`src/sv/evis_pkg.sv`:
```
`timescale 1ns / 1ps
`default_nettype none
package evis_pkg;
    localparam int SAMPLE_DEPTH = 8192;
    localparam int IDX_W        = $clog2(SAMPLE_DEPTH);
    localparam int CNT_W        = 14;
    localparam int SUM_W        = 32 + IDX_W;
    localparam int NUM_W        = SUM_W + 5;
    localparam int DIV_W        = CNT_W + 2;
    localparam int MEAN_W       = 36;
    localparam int RANK_V_W     = 20;
    localparam int RANK_MUL     = 1342178;
    localparam int RANK_SHIFT   = 27;
    localparam int PROD_W       = RANK_V_W + 21;

    typedef struct packed {
        logic        is_close;
        logic [31:0] time_ms;
    } t_cmd;

    typedef struct packed {
        logic [31:0]       total_events;
        logic [31:0]       max_interval;
        logic [31:0]       p95_interval;
        logic [31:0]       min_interval;
        logic [MEAN_W-1:0] mean_tenths;
        logic              stats_valid;
        logic [CNT_W-1:0]  sample_count;
        logic [31:0]       window_events;
    } t_res;

    typedef enum logic [4:0] {
        ST_IDLE = 5'b00001,
        ST_RANK = 5'b00010,
        ST_SEL  = 5'b00100,
        ST_DIV  = 5'b01000,
        ST_DONE = 5'b10000
    } t_state;
endpackage
`default_nettype wire

```
`src/sv/evis_front.sv`:
```
`timescale 1ns / 1ps
`default_nettype none
module evis_front import evis_pkg::*; (
    input  wire        i_clk,
    input  wire        i_rst_n,
    input  wire        i_s_tvalid,
    output logic       o_s_tready,
    input  wire [31:0] i_s_tdata,
    input  wire        i_s_tuser,
    output logic       o_valid,
    input  wire        i_ready,
    output t_cmd       o_cmd
);
    t_cmd       r_q [2];
    logic [1:0] r_cnt;
    logic       r_rp;
    logic       r_wp;
    logic       push;
    logic       pop;

    assign o_s_tready = (r_cnt != 2'd2);
    assign push       = i_s_tvalid && o_s_tready;
    assign o_valid    = (r_cnt != 2'd0);
    assign pop        = o_valid && i_ready;
    assign o_cmd      = r_q[r_rp];

    always_ff @(posedge i_clk) begin
        if (push) begin
            r_q[r_wp].is_close <= i_s_tuser;
            r_q[r_wp].time_ms  <= i_s_tdata;
        end
    end

    always_ff @(posedge i_clk) begin
        if (!i_rst_n) begin
            r_cnt <= 2'd0;
            r_rp  <= 1'b0;
            r_wp  <= 1'b0;
        end else begin
            if (push) r_wp <= ~r_wp;
            if (pop) r_rp <= ~r_rp;
            r_cnt <= r_cnt + {1'b0, push} - {1'b0, pop};
        end
    end
endmodule
`default_nettype wire

```
`config.mk`:
```
export PLATFORM = sky130hd
export DESIGN_NAME = evis_front
export DESIGN_NICKNAME = d
export VERILOG_FILES = /design/src/sv/evis_pkg.sv /design/src/sv/evis_front.sv
export SDC_FILE = /design/constraint.sdc
export NUM_CORES = 1
export LEC_CHECK = 0
export BUFFER_PORTS_ARGS = -buffer_cell sky130_fd_sc_hd__clkbuf_2
export CORE_MARGIN = 8
export CORE_UTILIZATION = 30
export DETAILED_ROUTE_END_ITERATION = 8
export PLACE_DENSITY_LB_ADDON = 0.2
export SLEW_MARGIN = 10
export SYNTH_ARGS = -nofsm -noshare
export SYNTH_HDL_FRONTEND = slang
export SYNTH_SLANG_ARGS = --single-unit
```
`constraint.sdc`:
```
create_clock -name i_clk -period 3.46 [get_ports i_clk]
set_clock_uncertainty 0.15 [all_clocks]
set_input_delay 0.346 -clock i_clk [delete_from_list [all_inputs] [get_ports i_clk]]
set_output_delay 0.346 -clock i_clk [all_outputs]
set_load 0.005 [all_outputs]
```
==> run summary, run 1 <==
Syn Std Cell Area - 0.00277 mm^2
Fillcell total - 861
Slew HR - 43.9%
Die Height - 112 um
Status - finished, final reports clean
Combinational family with the most area after synthesis - multiplexers
Die extent in x - 112 um
H-Tree Depth - 3
Layout Nets - 246
1st-pass router iterations - 4
Largest net degree at the start of global routing - 34
Critical path launch point type - flop
PwrDens - 758 mW/mm^2
Hold Path Depth - 1
Final WS setup - 1.11 ns
Peak VDD IR - 0.248 mV
Mux cell area share after synthesis - 17.8%
Antenna violations before repair - 2
Mapped Cells - 127
Avg WL per Cell - 15.8 um
Synth Area in Adders - 0.903%
Most common cell after layout, fill and taps aside - clkbuf_2
Detail Placement HPWL - 3530 um
Max frequency - 425 MHz
Synth top area share - 71.5%
Worst skew pair latency - 0.33 ns
Max-cap violations - 0
Bufs on Longest Clock Path - 2
Pre-CTS WS - 1.43 ns
Starting density of the core - 30.4%
Non-Filler Cell Area, Final - 0.00351 mm^2
Register area share after synthesis - 75.1%
Vias in the first global route - 1535
Mapped Nets - 166
Setup TNS - 0 ns
GRT Util Overall - 8.55%
Clock Root Buffer - clkbuf_8
Critical path data required time - 2.96 ns
Synth Area in XOR/XNOR - 0.948%
Routed via count - 1361
Fin. max-slew vios - 0
First-pass GRT wire length - 8090 um
Post-CTS Hold Buffers - 0
Fin. Hold Viols - 0
Most frequent cells in the layout - clkbuf_2, edfxtp_1, mux2_4
Final worst-path cycle share - 68.0%
Share of cells above drive strength 1 - 59.9%
RSZ-0062 raised after global routing - false
Total power draw - 0.00266 W
Routed wire length - 5120 um
Core Area - 0.00911 mm^2
CP Max Fanout - 23
Rows - 35
Tmin final - 2.35 ns
Ys Warns - 0
Syn Area/Cell - 21.8 um^2
Worst Setup End Kind - output port
Unique masters post-synth - 18
Post-CTS sizing - 0
Initial drt markers - 47
Clk sinks - 71
Vias/cell - 4.21
Dpl cell area - 0.00322 mm^2
Num ports - 72
Compound-Gate Fraction of Synth Area - 0.316%
Synth area leaders - edfxtp_1, mux2_4, dfxtp_1
Worst setup path category - flop to output port
Dominant cell type by area after synthesis - edfxtp_1
N_diodes - 0
Flops & latches, synth - 71
CTS tree - built
Routability cong. - 0.641
GR Overflow Total - 0
Synth-to-Final Area Change - 26.7%
Simple-Gate Fraction of Synth Area - 2.21%
# DRC - 0
Crit path DAT - 1.86 ns
Setup repair bufs after CTS - 0
Finish-stage setup viols - 0
Total die area - 0.0126 mm^2
R2R depth - 8
TritonCTS buffer count - 9
Clock Pin Slew Worst Setup and Hold Paths - 0.07 ns
Worst slew pin tran - 0.841 ns
Hold Path Class - input pin to flop
Port bufs - 71
Lkg Pwr - 1.40 nW
Number of routed nets with antenna violations - 0
-- cells in the mapped netlist, drive strengths merged --
| cell | n |
|---|---|
| xnor2 | 3 |
| mux2 | 33 |
| nand2b | 2 |
| and3 | 1 |
| or2 | 1 |
| inv | 1 |
| dfxtp | 5 |
| nand2 | 2 |
| ha | 2 |
| o21a | 1 |
| nor2 | 1 |
| mux2i | 1 |
| and2 | 2 |
| nor2b | 2 |
| edfxtp | 66 |
| buf | 4 |
-- final cells by class --
| type | instances | area (um^2) | share of cell area [%] |
|---|---|---|---|
| sequential | 71 | 2080 | 59.3 |
| clock buffer | 9 | 124 | 3.53 |
| tap | 111 | 139 | 3.95 |
| inverter | 1 | 3.75 | 0.107 |
| timing repair buffer | 73 | 370 | 10.5 |
| multi-input combinational | 51 | 624 | 17.8 |
| clock inverter | 7 | 168 | 4.77 |
-- logic make-up (layout without fill, tap and decap cells) --
family,count (synthesis),in the layout
flip-flops,71,71
multiplexers,34,34
AND/OR/NAND/NOR,11,11
buffers and inverters,5,90
XOR/XNOR,3,3
adder cells (fa/ha/maj),2,2
AO/OA/AOI/OAI,1,1
-- registers in the layout (all words and copies together) (netlist names), named ones only --
signal	flops
r_wp	1
r_rp	1
r_q	66
r_cnt	2
-- path summary, 6_finish.rpt --
check / start / to / slack (ns)
setup / recovery: flop / o_cmd[32] / 1.11
hold / removal: i_s_tdata[25] / r_q[0][25] / 0.05
setup reg to reg: r_cnt[0] / r_cnt[1] / 1.62
hold reg to reg: r_wp / r_wp / 0.37
-- power breakdown --
part,switching [W],leakage [nW],internal [W],total [W]
Sequential,0.0000575,0.658,0.00108,0.00114
Clock,0.000306,0.144,0.000628,0.000934
Combinational,0.000255,0.598,0.000333,0.000587
-- metrics by stage --
stage | util, % | hold WS, ns | std cells
finish | 38.6 | 0.0517 | 323
detailed placement | 35.4 | 0.362 | 307
global route | 38.6 | 0.0280 | 323
global placement | 35.4 | 0.351 | 307
CTS | 38.6 | 0.0304 | 323
floorplan | - | 0.295 | 127
-- critical path, stage by stage (launching register included) --
cell      delay [ns]
dfxtp_2         0.54
buf_4           0.46
mux2_2          0.39
clkbuf_2        0.12
-- metal layers --
| metal | track usage [%] | part of all wire [%] | vias to the layer above |
|---|---|---|---|
| li1 | - | - | 644 |
| met1 | 9.40 | 41 | 658 |
| met2 | 13.0 | 48 | 42 |
| met3 | 3.81 | 7.4 | 13 |
| met4 | 5.94 | 2.5 | 4 |
| met5 | 0 | 0.53 | - |
(Power assumes the default switching activity.)
==> run 2, diff against run 1 <==
Clock period 3.46 ns to 2.35 ns, I/O delays scaled along.
==> run 2 against run 1 <==
- global-route usage grew 0.39 points
- sequential share of layout area shrank 3.6 points
- combinational power increased by 65%
- worst setup slack got worse by 0.62 ns
- final area grew 6.6%
- flip-flop and latch count stayed put
- power up 28%
- critical endpoint is now o_cmd[16]
- largest cell class unchanged
- highest routed layer is now met4
==> run summary, run 2 (synthesis results as in run 1) <==
Fin. Hold Viols - 0 (unchanged)
Port bufs - 71 (unchanged)
Worst slew pin tran - 0.420 ns (was 0.841 ns)
Register Area - 0.00208 mm^2 (unchanged)
N_diodes - 0 (unchanged)
Core Area - 0.00911 mm^2 (unchanged)
Clock Root Buffer - clkbuf_8 (unchanged)
Regs by FF count - r_q: 66 flops, r_cnt: 2 flops (unchanged)
Crit path DAT - 1.48 ns (was 1.86 ns)
Fillcell total - 840 (was 861)
Finish-stage setup viols - 0 (unchanged)
Total die area - 0.0126 mm^2 (unchanged)
Antenna violations before repair - 0 (was 2)
Routed wire length - 5230 um (was 5120 um)
Initial drt markers - 66 (was 47)
Die Height - 112 um (unchanged)
Tmin final - 1.86 ns
Worst skew pair latency - 0.34 ns (was 0.33 ns)
Most frequent cells in the layout - clkbuf_2, edfxtp_1, dlygate4sd3_1 (was clkbuf_2, edfxtp_1, mux2_4)
Largest net degree at the start of global routing - 21 (was 34)
Hold Path Class - input pin to flop (unchanged)
Status - finished, final reports clean (unchanged)
Routability cong. - 0.631 (was 0.641)
RSZ-0062 raised after global routing - false (unchanged)
Max-cap violations - 0 (unchanged)
Detail Placement HPWL - 3490 um (was 3530 um)
Vias in the first global route - 1685 (was 1535)
Max frequency - 537 MHz
Routed via count - 1482 (was 1361)
Pre-CTS WS - 0.518 ns (was 1.43 ns)
CP Max Fanout - 20 (was 23)
Die extent in x - 112 um (unchanged)
Layout Nets - 282 (was 246)
Worst Setup End Kind - output port (unchanged)
1st-pass router iterations - 4 (unchanged)
GR Overflow Total - 0 (unchanged)
Vias/cell - 4.13 (was 4.21)
First-pass GRT wire length - 8610 um (was 8090 um)
Number of routed nets with antenna violations - 0 (unchanged)
Final worst-path cycle share - 79.2%
Largest register by flop count - r_q (unchanged)
Critical path data required time - 1.97 ns (was 2.96 ns)
Critical path launch point type - flop (unchanged)
Share of cells above drive strength 1 - 50.8% (was 59.9%)
PwrDens - 910 mW/mm^2 (was 758 mW/mm^2)
Synth-to-Final Area Change - 35.0% (was 26.7%)
Final WS setup - 0.489 ns (was 1.11 ns)
Setup repair bufs after CTS - 0 (unchanged)
GRT Util Overall - 8.94% (was 8.55%)
Clock Pin Slew Worst Setup and Hold Paths - 0.07 ns (about the same)
CTS tree - built (unchanged)
Fin. max-slew vios - 0 (unchanged)
Slew HR - 72.0% (was 43.9%)
Bufs on Longest Clock Path - 2 (unchanged)
Most common cell after layout, fill and taps aside - clkbuf_2 (unchanged)
Peak VDD IR - 0.374 mV (was 0.248 mV)
Lkg Pwr - 1.49 nW (was 1.40 nW)
TritonCTS buffer count - 9 (unchanged)
Worst setup path category - flop to output port (unchanged)
Setup TNS - 0 ns (unchanged)
Starting density of the core - 30.4% (unchanged)
Clk sinks - 71 (unchanged)
Num ports - 72 (unchanged)
H-Tree Depth - 3 (unchanged)
Rows - 35 (unchanged)
Avg WL per Cell - 14.6 um (was 15.8 um)
Multi-input gate area - 624 um^2 (unchanged)
Largest register FFs - 66 (unchanged)
# DRC - 0 (unchanged)
run 2: cell count changes in the layout (fill, tap and decap cells not counted), moves of 2 or more:
cell | previous run | this run
dlygate4sd3_1 | 0 | 33
bufinv_16 | 5 | 0
buf_4 | 2 | 4
clkbuf_1 | 0 | 2
clkinv_1 | 0 | 2
clkinv_2 | 0 | 2
run 2: area by class of cell:
| cell class | count | share of cell area (%) |
|---|---|---|
| Timing Repair Buffer | 109 | 19.7 |
| Inverter | 1 | 0.100 |
| Sequential cell | 71 | 55.7 |
| Clock inverter | 5 | 0.669 |
| Clock buffer | 11 | 3.51 |
| Multi-Input combinational cell | 51 | 16.7 |
| Tap cell | 111 | 3.71 |
run 2: critical path, cell delays in order (launching register included):
cell and delay [ns]:
dfxtp_2 0.33, buf_4 0.35, mux2_4 0.35, clkbuf_2 0.12
run 2: worst paths after layout:
| kind | from | endpoint | slack, ns | depth (start not counted) |
|---|---|---|---|---|
| max | flop | o_cmd[16] | 0.49 | 3 |
| min | i_rst_n | r_cnt[1] | 0.03 | 2 |
| max reg2reg | r_cnt[0] | r_cnt[1] | 0.52 | 8 |
| min reg2reg | r_wp | r_wp | 0.37 | 2 |
run 2: power breakdown:
group          internal (W)  total (W)  switching [W]
Sequential          0.00159    0.00164      0.0000531
Combinational      0.000548   0.000966       0.000418
Clock              0.000373   0.000795       0.000423
Total               0.00251    0.00340       0.000893
run 2: per-layer routing:
metal  GRT usage [%]  wire [um]
met5               0          0
met3            3.54        369
met4            5.67        123
met2            13.6       2500
met1            10.3       2240
run 2: metrics by stage:
stage	instance area, um^2	power (W)	hold WS [ns]	utilization (%)	std cells
2_1_floorplan	2780	0.00233	0.184	-	127
3_3_place_gp	3260	0.00262	0.277	35.7	310
3_5_place_dp	3260	0.00263	0.280	35.7	310
4_1_cts	3740	0.00349	0.0143	41.1	359
5_1_grt	3740	0.00362	0.0442	41.1	359
6_report	3740	0.00340	0.0315	41.1	359
run 2: repair_timing:
action                                 CTS  global route
endpoints found under the hold margin   66             0
resized for setup                        0             0
hold buffers                            33             0
==> run 3, diff against run 2 <==
Clock period 2.35 ns to 1.5 ns, I/O delays scaled along.
==> run 3 against run 2 <==
- the run now ends with setup timing left
- flip-flop and latch count is the same
- non-clock buffer count grew 9
- sequential share of layout area shrank 3.7 points
- critical path depth is the same
- worst setup slack lost 0.64 ns
- power grew 77%
- global-route usage grew 0.28 points
- first-iteration DRC count shrank 42%
- final cell count grew 2.5%
- via count grew 2.1%
- critical path type unchanged
- critical endpoint is now o_cmd[20]
==> run summary, run 3 (synthesis results as in run 1) <==
Status - finished with violations (was finished, final reports clean)
Violated checks - setup timing
Non-Filler Cell Area, Final - 0.00403 mm^2 (was 0.00374 mm^2)
Hold Path Class - input pin to flop (unchanged)
Fin. Hold Viols - 0 (unchanged)
Clock Root Buffer - clkbuf_8 (unchanged)
Dpl cell area - 0.00342 mm^2 (was 0.00326 mm^2)
Clock Pin Slew Worst Setup and Hold Paths - 0.07 ns (about the same)
Routed via count - 1513 (was 1482)
First-pass GRT wire length - 8770 um (was 8610 um)
Tmin final - 1.65 ns
Pint - 0.00447 W (was 0.00251 W)
Largest register by flop count - r_q (unchanged)
Detail Placement HPWL - 3560 um (was 3490 um)
Finish-stage setup viols - 34 (was 0)
Lkg Pwr - 1.60 nW (was 1.49 nW)
Die Height - 112 um (unchanged)
Critical path data required time - 1.20 ns (was 1.97 ns)
Combinational power share - 32.3% (was 28.4%)
Sw Ratio - 25.7% (was 26.2%)
Slew HR - 88.6% (was 72.0%)
GRT Util Overall - 9.22% (was 8.94%)
Routability cong. - 0.657 (was 0.631)
Clock Power Share - 24.0% (was 23.4%)
Synth-to-Final Area Change - 45.2% (was 35.0%)
Share of cells above drive strength 1 - 56.8% (was 50.8%)
Layout Nets - 291 (was 282)
Largest register FFs - 66 (unchanged)
Met1 Resource Use GR - 10.0% (was 10.3%)
Worst path slowest cell - dfxtp_4 (was buf_4)
Total die area - 0.0126 mm^2 (unchanged)
Sw Pwr - 0.00155 W (was 0.000893 W)
Crit path DAT - 1.35 ns (was 1.48 ns)
Most common cell after layout, fill and taps aside - clkbuf_2 (unchanged)
Final worst-path cycle share - 110%
CTS tree - built (unchanged)
Number of routed nets with antenna violations - 0 (unchanged)
Vias/cell - 4.11 (was 4.13)
Cells along the critical path - buf_12 -> mux2_4 -> clkbuf_2 (was buf_4 -> mux2_4 -> clkbuf_2)
Worst slew pin tran - 0.170 ns (was 0.420 ns)
Fillcell total - 824 (was 840)
TritonCTS buffer count - 9 (unchanged)
N_diodes - 0 (unchanged)
Hold path start - i_s_tvalid (was i_rst_n)
# DRC - 0 (unchanged)
Routed wire length - 5400 um (was 5230 um)
Die extent in x - 112 um (unchanged)
Starting density of the core - 30.4% (unchanged)
Port bufs - 71 (unchanged)
Max frequency - 606 MHz
CP Max Fanout - 11 (was 20)
H-Tree Depth - 3 (unchanged)
Regs by FF count - r_q: 66 flops, r_cnt: 2 flops (unchanged)
Vias in the first global route - 1689 (was 1685)
RSZ-0062 raised after global routing - true (was false)
GRT busiest layer - met2 (unchanged)
1st-pass router iterations - 4 (unchanged)
Avg WL per Cell - 14.7 um (was 14.6 um)
Bufs on Longest Clock Path - 2 (unchanged)
Initial drt markers - 38 (was 66)
PwrDens - 1490 mW/mm^2 (was 910 mW/mm^2)
GR Overflow Total - 0 (unchanged)
Critical path launch point type - flop (unchanged)
Worst Setup End Kind - output port (unchanged)
Final WS setup - -0.150 ns (was 0.489 ns)
Max stage delay on crit path - 0.41 ns (was 0.35 ns)
Largest net degree at the start of global routing - 20 (was 21)
Met3 usage - 3.76% (was 3.54%)
Most frequent cells in the layout - clkbuf_2, edfxtp_1, dlygate4sd3_1 (unchanged)
Worst skew pair latency - 0.34 ns (about the same)
Max-cap violations - 0 (unchanged)
Met2 usage - 15.0% (was 13.6%)
Reg2reg start - r_cnt[0] (unchanged)
Flop pwr share - 43.6% (was 48.3%)
CP top delay family - flip-flops (was buffers and inverters)
Peak VDD IR - 0.909 mV (was 0.374 mV)
Worst Path Buf+Inv - 2 (unchanged)
Core Area - 0.00911 mm^2 (unchanged)
Clk sinks - 71 (unchanged)
Fin. max-slew vios - 0 (unchanged)
Num ports - 72 (unchanged)
Antenna violations before repair - 0 (unchanged)
Pre-CTS WS - -0.129 ns (was 0.518 ns)
Rows - 35 (unchanged)
Worst setup path category - flop to output port (unchanged)
[run 3: final timing paths]
path | to | slack (ns) | cells after the start
worst min-delay path | r_wp | 0.07 | 4
worst max register to register | r_cnt[1] | -0.14 | 7
worst min register to register | r_wp | 0.37 | 2
worst max-delay path | o_cmd[20] | -0.15 | 3
[run 3: stage by stage]
stage	util (%)	TNS [ns]	instances	hold slack (ns)	total power (W)
after floorplan	-	-6.47	127	0.0989	0.00376
after global placement	37.5	-0.109	315	0.191	0.00440
after detailed placement	37.5	-0.129	315	0.193	0.00440
after CTS	44.0	-6.16	367	0.0664	0.00608
final	44.2	-4.58	368	0.0697	0.00602
after global routing	44.2	-6.79	368	0.0673	0.00636
[run 3: area by class of cell]
class                           count  area, um^2  share of cell area (%)
Clock inverter                      6        61.3                    1.52
Tap cell                          111         139                    3.45
Inverter                            1        3.75                  0.0933
Sequential cell                    71        2090                    52.0
Clock buffer                       10         128                    3.17
Multi-Input combinational cell     51         694                    17.3
Timing Repair Buffer              118         906                    22.5
[run 3: tightest hold or removal path, stage by stage]
cell and delay [ns]:
clkbuf_2 0.11, nand2_4 0.08, buf_6 0.10, mux2i_1 0.06
[run 3: timing repair]
action	CTS	global route
setup buffers	1	2
setup endpoints to repair	35	69
endpoints found under the hold margin	71	0
pin swaps	0	1
cloned	1	0
hold buffers	34	0
resized for setup	8	4
[run 3: layer usage]
metal  share of wire (%)  routed length (um)
met5                   0                   0
met4                 2.2                 117
met3                 5.1                 275
met2                  51                2760
met1                  42                2250
[run 3: power by group through the flow]
stage	Combinational [W]	Sequential, W	Clock, W
finish	0.00194	0.00263	0.00145
floorplan	0.00113	0.00263	0
global route	0.00211	0.00266	0.00159
CTS	0.00195	0.00263	0.00150
global placement	0.00176	0.00264	0
detailed placement	0.00176	0.00265	0
